$ cat config.mk
export PLATFORM = sky130hd
export DESIGN_NAME = ssbt_ram
export DESIGN_NICKNAME = d
export VERILOG_FILES = /design/src/hw/rtl/assert_macros.svh /design/src/hw/rtl/ssbt_ram.sv
export SDC_FILE = /design/constraint.sdc
export NUM_CORES = 2
export LEC_CHECK = 0
export ABC_AREA = 1
export BUFFER_PORTS_ARGS = -buffer_cell sky130_fd_sc_hd__buf_2
export CORE_ASPECT_RATIO = 2
export CORE_UTILIZATION = 41
export DETAILED_ROUTE_END_ITERATION = 12
export GPL_ROUTABILITY_DRIVEN = 0
export SYNTH_ARGS = -nofsm -noshare
export SYNTH_HDL_FRONTEND = slang
export SYNTH_SLANG_ARGS = --single-unit
$ cat constraint.sdc
create_clock -name i_clk -period 3.9 [get_ports i_clk]
set_input_delay 0 -clock i_clk [delete_from_list [all_inputs] [get_ports i_clk]]
set_output_delay 0 -clock i_clk [all_outputs]
set_load 0.005 [all_outputs]
$ cat src/hw/rtl/assert_macros.svh
// Assertion macros shared by the RTL that checks itself.
`ifndef ASSERT_MACROS_SVH
`define ASSERT_MACROS_SVH

// prop must hold at every clock edge out of reset
`define ASSERT_AT(label, clk, rst_n, prop, msg) \
    label: assert property (@(posedge clk) disable iff (!rst_n) (prop)) \
        else $error(msg);

// cond must never be true out of reset
`define ASSERT_NEVER(label, clk, rst_n, cond, msg) \
    label: assert property (@(posedge clk) disable iff (!rst_n) !(cond)) \
        else $error(msg);

`endif

$ cat src/hw/rtl/ssbt_ram.sv
// Simple dual-port RAM, one write port and one registered read port.
module ssbt_ram #(
    parameter int WIDTH = 32,
    parameter int DEPTH = 64,
    parameter int AW    = (DEPTH > 1) ? $clog2(DEPTH) : 1
) (
    input  logic             i_clk,
    input  logic             i_we,
    input  logic [AW-1:0]    i_waddr,
    input  logic [WIDTH-1:0] i_wdata,
    input  logic             i_re,
    input  logic [AW-1:0]    i_raddr,
    output logic [WIDTH-1:0] o_rdata
);

    logic [WIDTH-1:0] r_mem [DEPTH];
    logic [WIDTH-1:0] r_rdata;

    always_ff @(posedge i_clk) begin
        if (i_we) begin
            r_mem[i_waddr] <= i_wdata;
        end
        if (i_re) begin
            r_rdata <= r_mem[i_raddr];
        end
    end

    assign o_rdata = r_rdata;

endmodule

==> metrics.log <==
[metrics] worst slew pin tran: 1.15 ns
[metrics] die area: approximately 200000 µm²
[metrics] instance area at placement: 87300 µm²
[metrics] clock transition at the registers of the reported paths: ~0.070 ns
[metrics] combined area of all synthesized cells: 83100 µm²
[metrics] switching power: 10.1 mW
[metrics] half-perimeter wire length after detailed placement: approximately 140000 µm
[metrics] RSZ-0062 raised after global routing: false
[metrics] Routed WL per cell: 25.0 µm
[metrics] CP Capture Type: flop
[metrics] endpoints failing setup: 0
[metrics] synthesized net count: 6816
[metrics] vias per cell: 5.60
[metrics] Sw Share: about 22%
[metrics] row count: approximately 230
[metrics] Critical Path AT: 2.84 ns
[metrics] number of iterations in the first detailed-routing pass: 8
[metrics] CTS Buf Count: 174
[metrics] gate count after technology mapping: 6769
[metrics] crit path launch type: input port
[metrics] top area cells in the synthesized netlist: sky130_fd_sc_hd__edfxtp_1 75%, sky130_fd_sc_hd__nand3_1 11%, sky130_fd_sc_hd__nand2_1 10%
[metrics] clock latency on the worst-skew pair: roughly 0.8 ns
[metrics] power per cell area: 484 nW/µm²
[metrics] TritonCTS clock tree: yes
[metrics] Yosys top cell area share: 75.2%
[metrics] post-synth cell types: 15
[metrics] post-synthesis sequential element count: between 2000 and 2500
[metrics] Clock power frac: between 30% and 40%
[metrics] final clock period utilization by the worst path: 60.4%
[metrics] HP Start: i_waddr[2]
[metrics] part of the total power dissipated in sequential elements: about 55%
[metrics] area added between synthesis and finish: 12.1%
[metrics] port bufs: 78
[metrics] GRT overflow: 0
[metrics] largest net degree at the start of global routing: 194
[metrics] Initial Util: 41.2%
[metrics] Yosys warning count: 0
[metrics] post-route minimum period: 2.36 ns
[metrics] share of layout cells above drive strength 1: 8.44%
[metrics] library cell used as clock root buffer: sky130_fd_sc_hd__clkbuf_16
[metrics] chip height: between 600 and 700 µm
[metrics] prevailing post-synth register cell: sky130_fd_sc_hd__edfxtp_1
[metrics] highest ir drop seen on vdd: around 320 µV
[metrics] Final Cell Area: about 93000 µm²
[metrics] Final Worst Setup Slack: 1.54 ns
[metrics] Worst Path Required: around 4.4 ns
[metrics] Die Wd: about 320 µm
[metrics] syn_area_per_cell: 12.3 µm²
[metrics] number of antenna violations at the first check in global routing: 13
[metrics] Internal: 35.1 mW
[metrics] leakage power: 32.3 nW
[metrics] final hold vios: 0
[metrics] vias in the first global route: 52200
[metrics] most common cell in the netlist: sky130_fd_sc_hd__nand2_1
[metrics] # nets final: 6866
[metrics] number of slew-limit violations in the final report: 0
[metrics] count of nets left with antenna violations after detail routing: 0
[metrics] startpoint of the lowest-slack register-to-register path: r_mem[27][7]$_DFFE_PP_
[metrics] routed via count: 54100
[metrics] Sink Count: 2080
[metrics] dpl ws: 1.06 ns
[metrics] maximum fanout along the worst path: 62
[metrics] Crit Path Class: in -> reg
[metrics] status: finished, final reports clean
[metrics] combinational share of power: under 10%
[metrics] DRT iter0 DRCs: 5705
[metrics] worst-case clock skew: 0.0257 ns
[metrics] Max transition margin: 23.1%
[metrics] CTS Buffer Depth: 4
[metrics] worst hold path type: in -> reg
[metrics] core region area: between 200000 and 250000 µm²
[metrics] final routed DRC violation total: 0
[metrics] launch point of the critical path: i_raddr[1]
[metrics] ys async rst share: 0%
[metrics] MaxCap Viol Count: 0
[metrics] CTS H-Tree Depth: 4
[metrics] maximum operating frequency: roughly 420 MHz
[metrics] most common library cells after synthesis: 2248 x sky130_fd_sc_hd__nand2_1, 2080 x sky130_fd_sc_hd__edfxtp_1, 1907 x sky130_fd_sc_hd__nand3_1
[metrics] number of enable flip-flop cells after synthesis: between 2000 and 2500
[metrics] number of ports placed on the die boundary: 79
[metrics] library cell occupying the most area in the post-synthesis netlist: sky130_fd_sc_hd__edfxtp_1
[metrics] post-synthesis sequential area ratio: 75.2%
[metrics] first-pass GRT wire length: 351000 µm
[metrics] Global Route Usage Sum: 23.2%
[metrics] total wirelength of the detailed-routed design: 241000 µm
## final cells by class
class                           count  area [µm²]
Clock buffer                      215        4590
Multi-Input combinational cell   4228       18800
Timing Repair Buffer              323        2950
Sequential cell                  2080       62500
Clock inverter                     88         881
Fill cell                       17700      108000
Tap cell                         2702        3380
Antenna cell                        7        17.5
Inverter                           12        82.6
## flip-flops by register name (all words and copies together) (netlist names)
register and count:
r_mem 2048, o_rdata 32
## path summary, 6_finish.rpt
kind / slack (ns) / cells past startpoint / end
worst max register to register: 2.09 / 8 / o_rdata[7]$_DFFE_PP_
worst min-delay path: 0.06 / 3 / r_mem[49][30]$_DFFE_PP_
worst max-delay path: 1.54 / 11 / o_rdata[7]$_DFFE_PP_
worst min register to register: 0.87 / 8 / o_rdata[8]$_DFFE_PP_
## cells by family after synthesis
family	synth area share [%]
and+or+nand+nor	22.0
DFF	75.2
buffers and inverters	2.77
## per-layer routing
| metal | global-route usage [%] | up-vias | routed length, µm |
|---|---|---|---|
| li1 | - | 24200 | - |
| met1 | 28.1 | 27000 | 89900 |
| met2 | 42.2 | 2347 | 127000 |
| met3 | 2.41 | 473 | 15200 |
| met4 | 9.15 | 10 | 9650 |
| met5 | 0 | - | 63 |
## through the flow
stage	std cells	power, mW	setup TNS [ns]	hold slack [ns]	util [%]
6_report	9655	45.1	0	0.0609	46.2
5_1_grt	9651	46.2	0	0.0756	46.2
4_1_cts	9648	45.3	0	0.00271	46.2
3_5_place_dp	9306	28.2	0	0.449	43.3
3_3_place_gp	9306	28.1	0	0.450	43.3
2_1_floorplan	6769	26.8	-58.88	0.0989	-
## critical path, cell delays in order
cell and delay (ns):
sky130_fd_sc_hd__dlygate4sd3_1 0.59, sky130_fd_sc_hd__buf_8 0.26, sky130_fd_sc_hd__inv_8 0.45, sky130_fd_sc_hd__buf_12 0.33
sky130_fd_sc_hd__nand3_1 0.11, sky130_fd_sc_hd__nand3_1 0.11, sky130_fd_sc_hd__nand3_1 0.23, sky130_fd_sc_hd__nand3_1 0.18
sky130_fd_sc_hd__nand2_1 0.06, sky130_fd_sc_hd__nand2_1 0.14, sky130_fd_sc_hd__nand2_1 0.22
## cell usage in the layout, fill, tap and decap left out, types with 3 or more instances in the layout
cell type,netlist,routed
sky130_fd_sc_hd__clkbuf_16,0,178
sky130_fd_sc_hd__edfxtp_1,2080,2080
sky130_fd_sc_hd__clkbuf_1,77,37
sky130_fd_sc_hd__bufinv_16,0,18
sky130_fd_sc_hd__clkinvlp_4,0,5
sky130_fd_sc_hd__diode_2,0,7
sky130_fd_sc_hd__dlygate4sd3_1,0,39
sky130_fd_sc_hd__nor2_4,0,56
sky130_fd_sc_hd__buf_4,45,160
sky130_fd_sc_hd__buf_12,0,47
sky130_fd_sc_hd__nand3_1,1907,1907
sky130_fd_sc_hd__clkinv_2,0,30
sky130_fd_sc_hd__nand4_1,9,9
sky130_fd_sc_hd__nand2_1,2248,2248
sky130_fd_sc_hd__nor4_2,0,8
sky130_fd_sc_hd__clkinv_1,0,33
sky130_fd_sc_hd__buf_8,2,3
sky130_fd_sc_hd__inv_1,9,7
sky130_fd_sc_hd__buf_2,282,73
## what timing repair did
item                                    in CTS  in global routing
buffers inserted                             0                  0
hold buffers                                39                  0
resized for setup                            0                  0
endpoints found under the setup margin       0                  0
hold endpoints to repair                  1876                  0
## power by group through the flow
stage | Combinational (mW) | Clock, mW | Sequential [mW]
after floorplan | 1.52 | 0 | 25.3
after global placement | 2.74 | 0 | 25.4
after detailed placement | 2.78 | 0 | 25.4
after CTS | 2.82 | 17.6 | 24.9
after global routing | 3.05 | 18.3 | 24.9
final | 2.81 | 17.4 | 24.9
Note: power is estimated with default switching activity, not from simulation.
